`src/rtl/per_neighbor_hello_flood_detector_macros.svh`:
```
// Assertion macros shared by the hello flood detector RTL.
// Each macro checks on the rising edge of clk, disabled while rst_n is low.
`ifndef PER_NEIGHBOR_HELLO_FLOOD_DETECTOR_MACROS_SVH
`define PER_NEIGHBOR_HELLO_FLOOD_DETECTOR_MACROS_SVH

`ifndef SYNTHESIS

// condition holds at every edge out of reset
`define PNHFD_ASSERT_ALWAYS(lbl, cond, msg) \
    lbl: assert property (@(posedge clk) disable iff (!rst_n) (cond)) else $error(msg);

// antecedent implies consequent in the same cycle
`define PNHFD_ASSERT_IMPLY(lbl, ante, cons, msg) \
    lbl: assert property (@(posedge clk) disable iff (!rst_n) (ante) |-> (cons)) \
        else $error(msg);

// antecedent implies consequent in the next cycle
`define PNHFD_ASSERT_NEXT(lbl, ante, cons, msg) \
    lbl: assert property (@(posedge clk) disable iff (!rst_n) (ante) |=> (cons)) \
        else $error(msg);

`else

`define PNHFD_ASSERT_ALWAYS(lbl, cond, msg)
`define PNHFD_ASSERT_IMPLY(lbl, ante, cons, msg)
`define PNHFD_ASSERT_NEXT(lbl, ante, cons, msg)

`endif

`endif

```
`src/rtl/pnhfd_pkg.sv`:
```
// Types and constants of the hello flood detector.
// No dependencies; used by the interfaces, the cell and the top level.
package pnhfd_pkg;

    localparam int unsigned ADDR_W   = 32;
    localparam int unsigned TIME_W   = 48;
    localparam int unsigned WLEN_W   = 32;
    localparam int unsigned MAXH_W   = 8;
    localparam int unsigned COUNT_W  = 9;
    localparam int unsigned SLOT_W   = 8;   // holds any index up to 255
    localparam int unsigned OSLOT_W  = 4;   // slot as reported on the result
    localparam int unsigned CFG_W    = 32;

    localparam logic [COUNT_W-1:0] COUNT_MAX      = 9'd511;
    localparam logic [WLEN_W-1:0]  WLEN_RESET     = 32'd1000000;
    localparam logic [MAXH_W-1:0]  MAXH_RESET     = 8'd10;
    localparam logic               MODE_HELLO     = 1'b0;

    typedef enum logic [1:0] {
        PH_IDLE  = 2'd0,
        PH_WATCH = 2'd1,
        PH_ALERT = 2'd2
    } phase_t;

    typedef enum logic [1:0] {
        ST_EXISTING = 2'd0,
        ST_NEW      = 2'd1,
        ST_FULL     = 2'd2
    } status_t;

    typedef enum logic {
        CFG_WINDOW_LENGTH = 1'b0,
        CFG_MAX_HELLOS    = 1'b1
    } cfg_idx_t;

    // lookup token handed from cell to cell
    typedef struct packed {
        logic              mode;
        logic [ADDR_W-1:0] addr;
        logic [TIME_W-1:0] now;
        logic [TIME_W-1:0] wend;      // saturated now + window length
        logic              found;
        logic              fresh;
        logic              malicious;
        logic              raised;
        logic [SLOT_W-1:0] slot;
    } tok_t;

    // finished result beat
    typedef struct packed {
        logic               malicious;
        logic               alert_raised;
        status_t            lookup_status;
        logic [OSLOT_W-1:0] entry_slot;
    } res_t;

endpackage

```
`src/rtl/pnhfd_cell.sv`:
```
// One neighbor entry of the table and one stage of the lookup chain.
// Depends on pnhfd_pkg.
module pnhfd_cell
    import pnhfd_pkg::*;
#(
    parameter int unsigned CELL_INDEX = 0
) (
    input  logic              clk,
    input  logic              rst_n,
    input  logic [MAXH_W-1:0] max_hellos,
    input  logic              tok_vld_in,
    input  tok_t              tok_in,
    output logic              tok_vld_out,
    output tok_t              tok_out,
    output logic              entry_valid
);

    logic              valid_reg, valid_next;
    logic [ADDR_W-1:0] addr_reg, addr_next;
    phase_t            phase_reg, phase_next;
    logic [COUNT_W-1:0] count_reg, count_next;
    logic [TIME_W-1:0] wend_reg, wend_next;
    logic              tok_vld_reg;
    tok_t              tok_reg, tok_next;

    logic               hit, take, expired;
    phase_t             cur_phase;
    logic [COUNT_W-1:0] cnt_inc;

    // match or claim this entry, then apply the hello
    always_comb
    begin
        tok_next   = tok_in;
        valid_next = valid_reg;
        addr_next  = addr_reg;
        phase_next = phase_reg;
        count_next = count_reg;
        wend_next  = wend_reg;

        hit     = tok_vld_in && !tok_in.found && valid_reg && (addr_reg == tok_in.addr);
        take    = tok_vld_in && !tok_in.found && !valid_reg;
        expired = (phase_reg == PH_WATCH) && (wend_reg < tok_in.now);
        cur_phase = (take || expired) ? PH_IDLE : phase_reg;
        cnt_inc = (count_reg == COUNT_MAX) ? count_reg : count_reg + 1'b1;

        if (hit || take)
        begin
            tok_next.found  = 1'b1;
            tok_next.fresh  = take;
            tok_next.raised = 1'b0;
            tok_next.slot   = SLOT_W'(CELL_INDEX);
            if (take)
            begin
                valid_next = 1'b1;
                addr_next  = tok_in.addr;
                phase_next = PH_IDLE;
                count_next = '0;
                wend_next  = '0;
            end
            if (tok_in.mode == MODE_HELLO)
            begin
                case (cur_phase)
                    PH_IDLE:
                    begin
                        phase_next = PH_WATCH;
                        count_next = COUNT_W'(1);
                        wend_next  = tok_in.wend;
                    end
                    PH_WATCH:
                    begin
                        count_next = cnt_inc;
                        if (cnt_inc > {1'b0, max_hellos})
                        begin
                            phase_next      = PH_ALERT;
                            tok_next.raised = 1'b1;
                        end
                    end
                    default:
                    begin
                        // alert is permanent
                    end
                endcase
            end
            tok_next.malicious = (phase_next == PH_ALERT);
        end
    end

    // entry valid bit and token valid
    always_ff @(posedge clk or negedge rst_n)
    begin
        if (!rst_n)
        begin
            valid_reg   <= 1'b0;
            tok_vld_reg <= 1'b0;
        end
        else
        begin
            valid_reg   <= valid_next;
            tok_vld_reg <= tok_vld_in;
        end
    end

    // entry payload and token payload
    always_ff @(posedge clk)
    begin
        addr_reg  <= addr_next;
        phase_reg <= phase_next;
        count_reg <= count_next;
        wend_reg  <= wend_next;
        tok_reg   <= tok_next;
    end

    assign tok_vld_out = tok_vld_reg;
    assign tok_out     = tok_reg;
    assign entry_valid = valid_reg;

endmodule

```
`config.mk`:
```
export PLATFORM = sky130hd
export DESIGN_NAME = pnhfd_cell
export DESIGN_NICKNAME = d
export VERILOG_FILES = /design/src/rtl/per_neighbor_hello_flood_detector_macros.svh /design/src/rtl/pnhfd_pkg.sv /design/src/rtl/pnhfd_cell.sv
export SDC_FILE = /design/constraint.sdc
export NUM_CORES = 1
export LEC_CHECK = 0
export CAP_MARGIN = 20
export CORE_ASPECT_RATIO = 0.5
export CORE_MARGIN = 10
export CORE_UTILIZATION = 35
export CTS_CLUSTER_DIAMETER = 30
export DETAILED_ROUTE_END_ITERATION = 10
export DONT_BUFFER_PORTS = 1
export MAX_ROUTING_LAYER = met4
export PLACE_DENSITY = 0.55
export SYNTH_ARGS = -nofsm -noshare
export SYNTH_HDL_FRONTEND = slang
export SYNTH_SLANG_ARGS = --single-unit
```
`constraint.sdc`:
```
create_clock -name clk -period 8.06 [get_ports clk]
set_clock_uncertainty 0.05 [all_clocks]
set_input_delay 1.612 -clock clk [delete_from_list [all_inputs] [get_ports clk]]
set_output_delay 1.612 -clock clk [all_outputs]
set_load 0.02 [all_outputs]
```
==> summary.txt, run 1 <==
Run status
  • Status: finished clean

Route
  • Vias per cell: a little under 5
  • TritonRoute pass-1 iters: 4
  • Via count: 4823
  • Final wirelength: 21800 microns
  • DRT antenna net count: 0
  • DR DRC count: 0
  • Iter 0 DRT Violations: 196
  • WL per Instance: 22.4 microns

Final layout
  • Max FFs per register: 141
  • Area grow syn2layout: 18.9%
  • Register area: ~0.0056 sq mm
  • Filler Cell Count: 2119
  • Layout cells sized above 1: 11.6%
  • Finished Core Util: 42.8%
  • Area of the multi-input gates: 0.00243 sq mm
  • Ant diodes: 0
  • NumNets Final: 846
  • Cell Count, Final, Fillers Out: between 900 and 1000

Timing
  • Hold slack: between 0.5 and 0.6 ns
  • Slew Limit Fails: 0
  • Crit path time final: 4.20 ns
  • Worst Tran Pin Value: 1.08 ns
  • Slew HR: 28.2%
  • Final period utilization: ~52%
  • Setup violators final: 0
  • RSZ-0062 raised after global routing: false
  • Hold Vio Cnt, Final: 0
  • Setup slack after layout: 3.86 ns
  • Post-Route Setup TNS: 0 ns
  • FMAX: 238 MHz

Pwr
  • Peak supply drop: 0.139 mV
  • Leakage: approximately 4.1 nW
  • PD cells: 298 mW/mm^2

Synth
  • Seq/Total Area, Yosys: 67.4%
  • Mapped Area: 0.00831 sq mm
  • Count of warnings emitted by yosys: 0
  • Asr flop ratio synth: less than 1%
  • Largest family of logic cells by synthesized area: compound AO/OA/AOI/OAI gates
  • Post-Syn Instances: 610
  • Simple logic cell fraction of the synthesized area: 6.28%
  • Post-Synth Adder-Cell Area: 8.43%
  • Post-synthesis register bit count: 234
  • Post-Syn Area per Cell: 13.6 sq um
  • Xor/xnor cell area share of the yosys netlist: 3.79%
  • Number of synthesized flops with an enable pin: 91
  • Mux cell area share after synthesis: 0.271%
  • Post-Syn Nets: approximately 820
  • Synth Area in Compound Gates: between 10% and 20%
  • Ys flop type: dfxtp_1
  • Post-synth cell types: 40

Placement
  • Routability cong.: 0.785
  • Detailed Place HPWL: 16300 microns
  • IO Port Bufs: 0
  • Placed Cells: between 900 and 1000
  • Pre-CTS setup slack: 3.17 ns

Setup path
  • WS Path Type: in -> reg
  • Startpoint Class: input pin
  • Maximum fanout along the worst path: 61
  • Arr. time, crit path: 4.57 ns
  • Required time of the critical path: 8.42 ns
  • CP endpoint kind: flop

Clock tree
  • Num CTS Buffers: 36
  • Setup Buffers After CTS: 0
  • # clock sinks: 234
  • Clk pin slew, worst setup/hold paths: 0.06 ns
  • Clk_lat worst skew: 0.52 ns
  • CTS tree: yes
  • H-tree levels: 2
  • Hold_buf cts: 0
  • PostCTS Resize Cnt: 0
  • Root Buffer: clkbuf_16
  • CTS max path bufs: 3

GRT
  • First-pass GRT wire length: between 30000 and 40000 microns
  • Gr ovfl total: 0
  • Initial antenna violation count: 0
  • Global Route Usage Sum: 13.8%
  • Vias in the first global route: between 5000 and 6000
  • Largest net degree at the start of global routing: 62

Floorplan
  • IO Pins: between 200 and 300
  • Die area: roughly 0.031 sq mm
  • Initial Util: approximately 36%
  • Core Area: 0.0231 sq mm
  • Die Height: 129 microns
  • Die width: 238 microns
  • Row count: 39

Run
  • Maxcap violations: 0

Hold path
  • Worst hold path class: reg -> reg
## per-layer routing
| metal | up-vias | track usage, % | wire length, microns | share of wire (%) |
|---|---|---|---|---|
| met3 | 43 | 4.71 | 1480 | 6.8 |
| met4 | 0 | 5.25 | 601 | 2.8 |
| met2 | 136 | 23.3 | 11000 | 51 |
| li1 | 2273 | - | - | - |
| met5 | - | - | 0 | 0 |
| met1 | 2371 | 15.0 | 8670 | 40 |
## kinds of logic (layout without fill, tap and decap cells)
group / after synthesis / after routing
flops: 234 / 234
simple gates: 99 / 99
fa+ha+maj: 56 / 56
buf+inv: 71 / 126
xor+xnor: 36 / 36
mux: 2 / 2
compound gates: 112 / 112
## where the power goes
| part | internal [mW] | switching, mW | leakage [nW] |
|---|---|---|---|
| combinational | 0.0265 | 0.0293 | 1.43 |
| clock | 0.942 | 0.611 | 0.605 |
| sequential | 1.26 | 0.0668 | 2.03 |
## layout by cell type, fill, tap and decap left out, types with 2 or more instances in the layout
cell type and n:
dfxtp_1 141, edfxtp_1 91, inv_1 57, ha_1 56, a22o_1 53, clkbuf_16 39, xor2_1 29, nand2_1 23
a21oi_1 21, nor2_1 14, nand4_1 12, and3_1 11, nor4_1 9, o21ai_0 9, inv_6 9, xnor2_1 7
nand3_1 7, a21o_1 6, and2_1 5, nor3_1 4, o211ai_1 4, a221oi_1 4, nand2b_1 4, inv_8 4
or2_2 3, nor2b_1 3, and4_1 3, o21a_1 3, clkinv_4 3, clkinv_2 3, buf_4 3, a32o_1 2
mux2_2 2, a211oi_1 2, clkbuf_1 2, clkinv_8 2, dfrtp_1 2
## cells in the mapped netlist (2+ instances only)
master | instances | area, sq um
a211oi_1 | 2 | 15.0
a21o_1 | 7 | 52.6
a21oi_1 | 21 | 105
a21oi_2 | 2 | 17.5
a221oi_1 | 4 | 35.0
a22o_1 | 53 | 464
a32o_1 | 2 | 20.0
and2_1 | 5 | 31.3
and3_1 | 11 | 68.8
and4_1 | 3 | 26.3
buf_2 | 8 | 40.0
clkbuf_1 | 3 | 11.3
dfrtp_1 | 2 | 50.1
dfxtp_1 | 141 | 2820
edfxtp_1 | 91 | 2730
ha_1 | 56 | 701
inv_1 | 58 | 218
mux2_2 | 2 | 22.5
nand2_1 | 23 | 86.3
nand2b_1 | 4 | 25.0
nand3_1 | 7 | 35.0
nand4_1 | 12 | 75.1
nor2_1 | 14 | 52.6
nor2b_1 | 3 | 18.8
nor3_1 | 4 | 20.0
nor4_1 | 9 | 56.3
o211ai_1 | 4 | 30.0
o21a_1 | 3 | 22.5
o21ai_0 | 9 | 45.0
or2_2 | 3 | 18.8
xnor2_1 | 7 | 61.3
xor2_1 | 29 | 254
## cell type report
class / instances / share of cell area (%)
inverter: 58 / 2.20
timing repair buffer: 3 / 0.228
sequential: 234 / 56.7
multi-input combinational: 305 / 24.6
clock buffer: 41 / 9.95
clock inverter: 24 / 2.44
tap: 307 / 3.89
## stage by stage
step / power [mW] / area [sq um]
finish: 2.94 / 9880
global route: 3.04 / 9880
CTS: 2.98 / 9880
detailed placement: 1.41 / 8660
global placement: 1.41 / 8660
floorplan: 1.39 / 8310
## worst max-delay path, cell delays in order
cell and delay (ns):
xor2_1 0.14, nor4_1 0.36, nand4_1 0.16, nor4_1 0.34, nand4_1 0.46, and2_1 0.37
inv_2 0.05, buf_4 0.63, mux2_2 0.40
## final timing paths
| path | start | end | slack, ns | cells past startpoint |
|---|---|---|---|---|
| worst max register to register | count_reg[0]$_DFFE_PN_ | phase_reg[0]$_DFFE_PN_ | 4.43 | 16 |
| max in group asynchronous | rst_n | tok_vld_out$_DFF_PN0_ | 7.16 | 0 |
| min in group asynchronous | rst_n | entry_valid$_DFFE_PN0P_ | 0.73 | 0 |
| worst min-delay path | wend_reg[23]$_DFFE_PN_ | wend_reg[23]$_DFFE_PN_ | 0.53 | 1 |
| worst min register to register | wend_reg[23]$_DFFE_PN_ | wend_reg[23]$_DFFE_PN_ | 0.53 | 1 |
| worst max-delay path | tok_in[112] | tok_out[8]$_DFF_P_ | 3.86 | 9 |
No activity file was read; power rests on OpenSTA's default activity.
==> run 2: changes to the inputs <==
Settings changed: PLACE_DENSITY 0.55 to 0.57.
Clock period 8.06 ns to 3.6 ns, I/O delays scaled along.
==> summary.txt, run 2 (same netlist as run 1, synthesis figures left out) <==
Run
  • Maxcap violations: 0 (unchanged)

GRT
  • Largest net degree at the start of global routing: 35 (was 62)
  • Initial antenna violation count: 0 (unchanged)
  • Global Route Usage Sum: 13.8% (about the same)
  • Vias in the first global route: 5074 (was 5110)
  • Met1 GRT Util: 15.2% (was 15.0%)
  • M3 GR Usage: 4.86% (was 4.71%)
  • Met2 Use GR: 23.5% (was 23.3%)
  • Global-route layer with the greatest usage: met2 (unchanged)
  • First-pass GRT wire length: 31900 microns (was 31600 microns)
  • Gr ovfl total: 0 (unchanged)

Final layout
  • Most common cell after layout, fill and taps aside: dfxtp_1 (unchanged)
  • NumNets Final: 854 (was 846)
  • Cell Count, Final, Fillers Out: 980 (was 972)
  • Commonest cells after routing, fill and taps aside: dfxtp_1 (141), edfxtp_1 (91), inv_1 (57) (unchanged)
  • Max FFs per register: 141 (unchanged)
  • Finished Core Util: 43.3% (was 42.8%)
  • Layout cells sized above 1: 12.5% (was 11.6%)
  • Design area: 0.0100 sq mm (was 0.00988 sq mm)
  • Filler Cell Count: 2105 (was 2119)
  • Area grow syn2layout: 20.3% (was 18.9%)

Pwr
  • Leakage: 4.12 nW (was 4.06 nW)
  • Power, Total: 6.53 mW (was 2.94 mW)
  • Gate power share: 1.9% (about the same)
  • Peak supply drop: 0.372 mV (was 0.139 mV)
  • Clock power share: 52.4% (was 52.8%)
  • Switching Fraction: 23.9% (was 24.0%)
  • PD cells: 653 mW/mm^2 (was 298 mW/mm^2)
  • Register share of total power: 45.6% (was 45.3%)
  • Internal Pwr Total: 4.97 mW (was 2.23 mW)
  • Psw: 1.56 mW (was 707 uW)

Route
  • Final wirelength: 21900 microns (was 21800 microns)
  • WL per Instance: 22.3 microns (was 22.4 microns)
  • TritonRoute pass-1 iters: 4 (unchanged)
  • Via count: 4864 (was 4823)
  • Vias per cell: 4.96 (about the same)
  • Iter 0 DRT Violations: 378 (was 196)
  • DR DRC count: 0 (unchanged)
  • DRT antenna net count: 0 (unchanged)

Setup path
  • Startpoint Class: flop (was input pin)
  • WS Path Type: reg -> reg (was in -> reg)
  • Required time of the critical path: 3.94 ns (was 8.42 ns)
  • CP endpoint kind: flop (unchanged)
  • Maximum fanout along the worst path: 4 (was 61)
  • Arr. time, crit path: 3.69 ns (was 4.57 ns)

Placement
  • Routability cong.: 0.852 (was 0.785)
  • Area after DPL: 0.00877 sq mm (was 0.00866 sq mm)
  • Detailed Place HPWL: 16700 microns (was 16300 microns)
  • Placed Cells: 916 (was 907)
  • Pre-CTS setup slack: 0.0807 ns (was 3.17 ns)
  • IO Port Bufs: 0 (unchanged)

Clock tree
  • # clock sinks: 234 (unchanged)
  • CTS tree: yes (unchanged)
  • Setup Buffers After CTS: 0 (unchanged)
  • Root Buffer: clkbuf_16 (unchanged)
  • PostCTS Resize Cnt: 0 (unchanged)
  • Clk_lat worst skew: 0.51 ns (was 0.52 ns)
  • CTS max path bufs: 3 (unchanged)
  • H-tree levels: 2 (unchanged)
  • Clk pin slew, worst setup/hold paths: 0.07 ns (was 0.06 ns)
  • Num CTS Buffers: 34 (was 36)

Timing
  • Crit path time final: 3.36 ns
  • Slew HR: 56.7% (was 28.2%)
  • Post-Route Setup TNS: 0 ns (unchanged)
  • Worst Tran Pin Value: 0.646 ns (was 1.08 ns)
  • RSZ-0062 raised after global routing: false (unchanged)
  • Slew Limit Fails: 0 (unchanged)
  • Hold slack: 0.177 ns (was 0.533 ns)
  • Hold Vio Cnt, Final: 0 (unchanged)
  • Setup violators final: 0 (unchanged)
  • FMAX: 298 MHz
  • Setup slack after layout: 0.242 ns (was 3.86 ns)
  • Final period utilization: 93.3%

Floorplan
  • Core Area: 0.0231 sq mm (unchanged)
  • Die area: 0.0307 sq mm (unchanged)
  • Initial Util: 36.0% (unchanged)
  • IO Pins: 295 (unchanged)
  • Die width: 238 microns (unchanged)
  • Row count: 39 (unchanged)
  • Die Height: 129 microns (unchanged)

Run status
  • Status: finished clean (unchanged)

Hold path
  • Worst hold path class: in -> reg (was reg -> reg)
## run 2: power groups by stage
stage	Combinational [mW]	Sequential [mW]	Clock [mW]
final	0.127	2.98	3.43
after global routing	0.148	2.98	3.63
after CTS	0.129	2.98	3.50
after detailed placement	0.127	3.04	0
after global placement	0.123	3.04	0
after floorplan	0.101	3.02	0
## run 2: final timing paths
check	cells after the start	to	start	slack (ns)
min in group asynchronous	1	tok_vld_out$_DFF_PN0_	rst_n	0.41
min	0	tok_out[87]$_DFF_P_	tok_in[87]	0.18
max	16	tok_out[8]$_DFF_P_	count_reg[1]$_DFFE_PN_	0.24
max in group asynchronous	1	entry_valid$_DFFE_PN0P_	rst_n	2.96
max reg2reg	16	tok_out[8]$_DFF_P_	count_reg[1]$_DFFE_PN_	0.24
min reg2reg	1	wend_reg[21]$_DFFE_PN_	wend_reg[21]$_DFFE_PN_	0.53
## run 2: worst max-delay path: stages (launching register included)
cell and delay, ns:
edfxtp_1 0.44, ha_1 0.22, and2_1 0.15, nand2_1 0.07, nor2_1 0.07, a21oi_1 0.23
nand3_1 0.14, and2_1 0.19, or2_2 0.30, ha_1 0.27, and3_1 0.15, o21ai_0 0.07
a21oi_1 0.06, a211oi_1 0.21, o21ai_0 0.15, and3_1 0.23, mux2_2 0.26
## run 2: layout make-up
cell class | count | area [sq um] | area share (%)
flip-flops and latches | 234 | 5610 | 56.0
well taps | 307 | 384 | 3.84
clock buffers | 43 | 1010 | 10.1
multi-input cells | 305 | 2430 | 24.3
diodes | 1 | 2.50 | 0.0250
inverters | 58 | 218 | 2.18
repair buffers | 13 | 150 | 1.50
clock inverters | 19 | 205 | 2.05
## run 2: what timing repair did
action / 4_1_cts / 5_1_grt
hold buffers: 1 / 0
endpoints found under the hold margin: 2 / 0
endpoints found under the setup margin: 0 / 0
## run 2: metal layers
metal	share of wire, %	vias to the layer above	wire [microns]
li1	-	2287	-
met1	39	2393	8540
met2	52	144	11300
met3	7.1	40	1560
met4	2.0	0	433
met5	0	-	0
==> run 3: changes to the inputs <==
Settings changed: BUFFER_PORTS_ARGS set to -buffer_cell sky130_fd_sc_hd__buf_4, DONT_BUFFER_PORTS 1 to unset, PLACE_DENSITY 0.57 to 0.68.
==> summary.txt, run 3 (same netlist as run 1, synthesis figures left out) <==
Clock tree
  • Num CTS Buffers: 34 (unchanged)
  • Root Buffer: clkbuf_16 (unchanged)
  • Clk_lat worst skew: 0.50 ns (was 0.51 ns)
  • Setup Buffers After CTS: 0 (unchanged)
  • Clk pin slew, worst setup/hold paths: 0.06 ns (was 0.07 ns)
  • CTS tree: yes (unchanged)
  • H-tree levels: 2 (unchanged)
  • CTS max path bufs: 3 (unchanged)
  • # clock sinks: 234 (unchanged)

Setup path
  • WS Path Type: reg -> reg (unchanged)
  • Worst path slowest cell: edfxtp_1 (unchanged)
  • Reg2reg end: tok_out[8]$_DFF_P_ (unchanged)
  • CP max stage delay: 0.44 ns (about the same)
  • Worst-path cell chain: ha_1 -> and2_1 -> nand2_1 -> nor2_1 -> a21oi_2 -> nand3_1 -> and2_1 -> or2_2 -> ha_1 -> and3_1 -> o21ai_0 -> a21oi_1 -> a211oi_1 -> o21ai_0 -> and3_1 -> mux2_2 (was ha_1 -> and2_1 -> nand2_1 -> nor2_1 -> a21oi_1 -> nand3_1 -> and2_1 -> or2_2 -> ha_1 -> and3_1 -> o21ai_0 -> a21oi_1 -> a211oi_1 -> o21ai_0 -> and3_1 -> mux2_2)
  • R2R depth: 16 (unchanged)
  • Arr. time, crit path: 3.63 ns (was 3.69 ns)
  • Reg2Reg Setup Slack: 0.30 ns (was 0.24 ns)
  • Maximum fanout along the worst path: 4 (unchanged)
  • Startpoint Class: flop (unchanged)
  • Required time of the critical path: 3.94 ns (about the same)
  • Crit Reg-Reg Startpoint: count_reg[1]$_DFFE_PN_ (unchanged)
  • CP endpoint kind: flop (unchanged)

Timing
  • RSZ-0062 raised after global routing: false (unchanged)
  • FMAX: 303 MHz (was 298 MHz)
  • Worst Tran Pin Value: 0.617 ns (was 0.646 ns)
  • Final period utilization: 91.5% (was 93.3%)
  • Setup slack after layout: 0.304 ns (was 0.242 ns)
  • Setup violators final: 0 (unchanged)
  • Crit path time final: 3.30 ns (was 3.36 ns)
  • Slew Limit Fails: 0 (unchanged)
  • Post-Route Setup TNS: 0 ns (unchanged)
  • Hold Vio Cnt, Final: 0 (unchanged)
  • Slew HR: 58.7% (was 56.7%)

Floorplan
  • Initial Util: 36.0% (unchanged)
  • IO Pins: 295 (unchanged)
  • Die area: 0.0307 sq mm (unchanged)
  • Die width: 238 microns (unchanged)
  • Core Area: 0.0231 sq mm (unchanged)
  • Row count: 39 (unchanged)
  • Die Height: 129 microns (unchanged)

Final layout
  • NumNets Final: 1150 (was 854)
  • Area grow syn2layout: 46.4% (was 20.3%)
  • Max FFs per register: 141 (unchanged)
  • Most common cell after layout, fill and taps aside: buf_4 (was dfxtp_1)
  • Commonest cells after routing, fill and taps aside: buf_4 (304), dfxtp_1 (141), edfxtp_1 (91) (was dfxtp_1 (141), edfxtp_1 (91), inv_1 (57))
  • Ant diodes: 0 (was 1)
  • Filler Cell Count: 1966 (was 2105)
  • Cell Count, Final, Fillers Out: 1274 (was 980)
  • Layout cells sized above 1: 39.1% (was 12.5%)

Hold path
  • Worst hold path class: in -> reg (unchanged)
  • Hold Path Depth: 1 (was 0)
  • WHS Endpoint: tok_out[107]$_DFF_P_ (was tok_out[87]$_DFF_P_)
  • Hold Path Origin: tok_in[107] (was tok_in[87])

GRT
  • First-pass GRT wire length: 35100 microns (was 31900 microns)
  • Gr ovfl total: 0 (unchanged)
  • Initial antenna violation count: 0 (unchanged)
  • Vias in the first global route: 6282 (was 5074)
  • Largest net degree at the start of global routing: 35 (unchanged)
  • Global Route Usage Sum: 14.9% (was 13.8%)

Placement
  • Pre-CTS setup slack: 0.194 ns (was 0.0807 ns)
  • Placed Cells: 1212 (was 916)
  • Detailed Place HPWL: 18300 microns (was 16700 microns)
  • IO Port Bufs: 294 (was 0)
  • Routability cong.: 0.845 (was 0.852)

Run status
  • Status: finished clean (unchanged)

Route
  • DR DRC count: 0 (unchanged)
  • Via count: 5914 (was 4864)
  • Iter 0 DRT Violations: 315 (was 378)
  • DRT antenna net count: 0 (unchanged)
  • TritonRoute pass-1 iters: 5 (was 4)
  • Vias per cell: 4.64 (was 4.96)
  • Final wirelength: 23200 microns (was 21900 microns)
  • WL per Instance: 18.2 microns (was 22.3 microns)

Pwr
  • Peak supply drop: 0.373 mV (was 0.372 mV)
  • Psw: 1.59 mW (was 1.56 mW)
  • Register share of total power: 42.8% (was 45.6%)
  • Internal Pwr Total: 5.08 mW (was 4.97 mW)
  • Clock power share: 49.1% (was 52.4%)
  • Gate power share: 8.1% (was 1.9%)
  • Switching Fraction: 23.8% (was 23.9%)
  • Leakage: 5.51 nW (was 4.12 nW)
  • PD cells: 548 mW/mm^2 (was 653 mW/mm^2)

Run
  • Maxcap violations: 0 (unchanged)
[run 3: worst max-delay path: cells and delay by family, from the launching register on]
kind / cells / cell delay (ns)
AND/OR/NAND/NOR: 8 / 1.27
AO/OA/AOI/OAI: 5 / 0.69
adder cells (fa/ha/maj): 2 / 0.49
flip-flops: 1 / 0.44
multiplexers: 1 / 0.27
[run 3: repair_timing]
item | CTS | global route
resized for setup | 0 | 1
setup endpoints to repair | 0 | 1
hold buffers | 1 | 0
hold endpoints to repair | 2 | 0
[run 3: worst max path at each step]
stage / endpoint / cells after the start / slack (ns) / startpoint
2_1_floorplan: tok_out[8]$_DFF_P_ / 8 / 0.04 / tok_in[117]
3_3_place_gp: wend_reg[11]$_DFFE_PN_ / 12 / 0.21 / tok_in[71]
3_5_place_dp: wend_reg[15]$_DFFE_PN_ / 12 / 0.19 / tok_in[71]
4_1_cts: tok_out[8]$_DFF_P_ / 16 / 0.25 / count_reg[1]$_DFFE_PN_
5_1_grt: tok_out[8]$_DFF_P_ / 15 / 0.05 / count_reg[1]$_DFFE_PN_
6_report: tok_out[8]$_DFF_P_ / 16 / 0.30 / count_reg[1]$_DFFE_PN_
[run 3: per-stage QoR]
step | cell area [sq um] | hold WS (ns) | total power [mW] | util, %
final | 12200 | 0.277 | 6.66 | 52.7
after global routing | 12200 | 0.250 | 6.92 | 52.7
after CTS | 12200 | 0.259 | 6.76 | 52.7
after detailed placement | 11000 | 0.442 | 3.46 | 47.6
after global placement | 11000 | 0.431 | 3.44 | 47.6
after floorplan | 8310 | 0.374 | 3.12 | -
[run 3: power by group through the flow]
stage	Combinational, mW	Sequential, mW	Clock (mW)
finish	0.541	2.85	3.27
detailed placement	0.548	2.91	0
floorplan	0.101	3.02	0
global route	0.583	2.86	3.48
CTS	0.551	2.85	3.35
global placement	0.540	2.90	0
[run 3: metal layers]
| metal | up-vias | global-route usage (%) | wire, microns |
|---|---|---|---|
| li1 | 2885 | - | - |
| met1 | 2835 | 15.5 | 8670 |
| met2 | 161 | 27.3 | 12800 |
| met3 | 33 | 3.84 | 1350 |
| met4 | 0 | 4.46 | 410 |
| met5 | - | - | 0 |
[run 3: area by class of cell]
class	instances	area (sq um)	area share (%)
multi-input cells	305	2430	20.0
inverters	58	218	1.79
repair buffers	309	2370	19.5
flip-flops and latches	234	5610	46.1
clock buffers	42	965	7.93
clock inverters	19	191	1.57
well taps	307	384	3.16
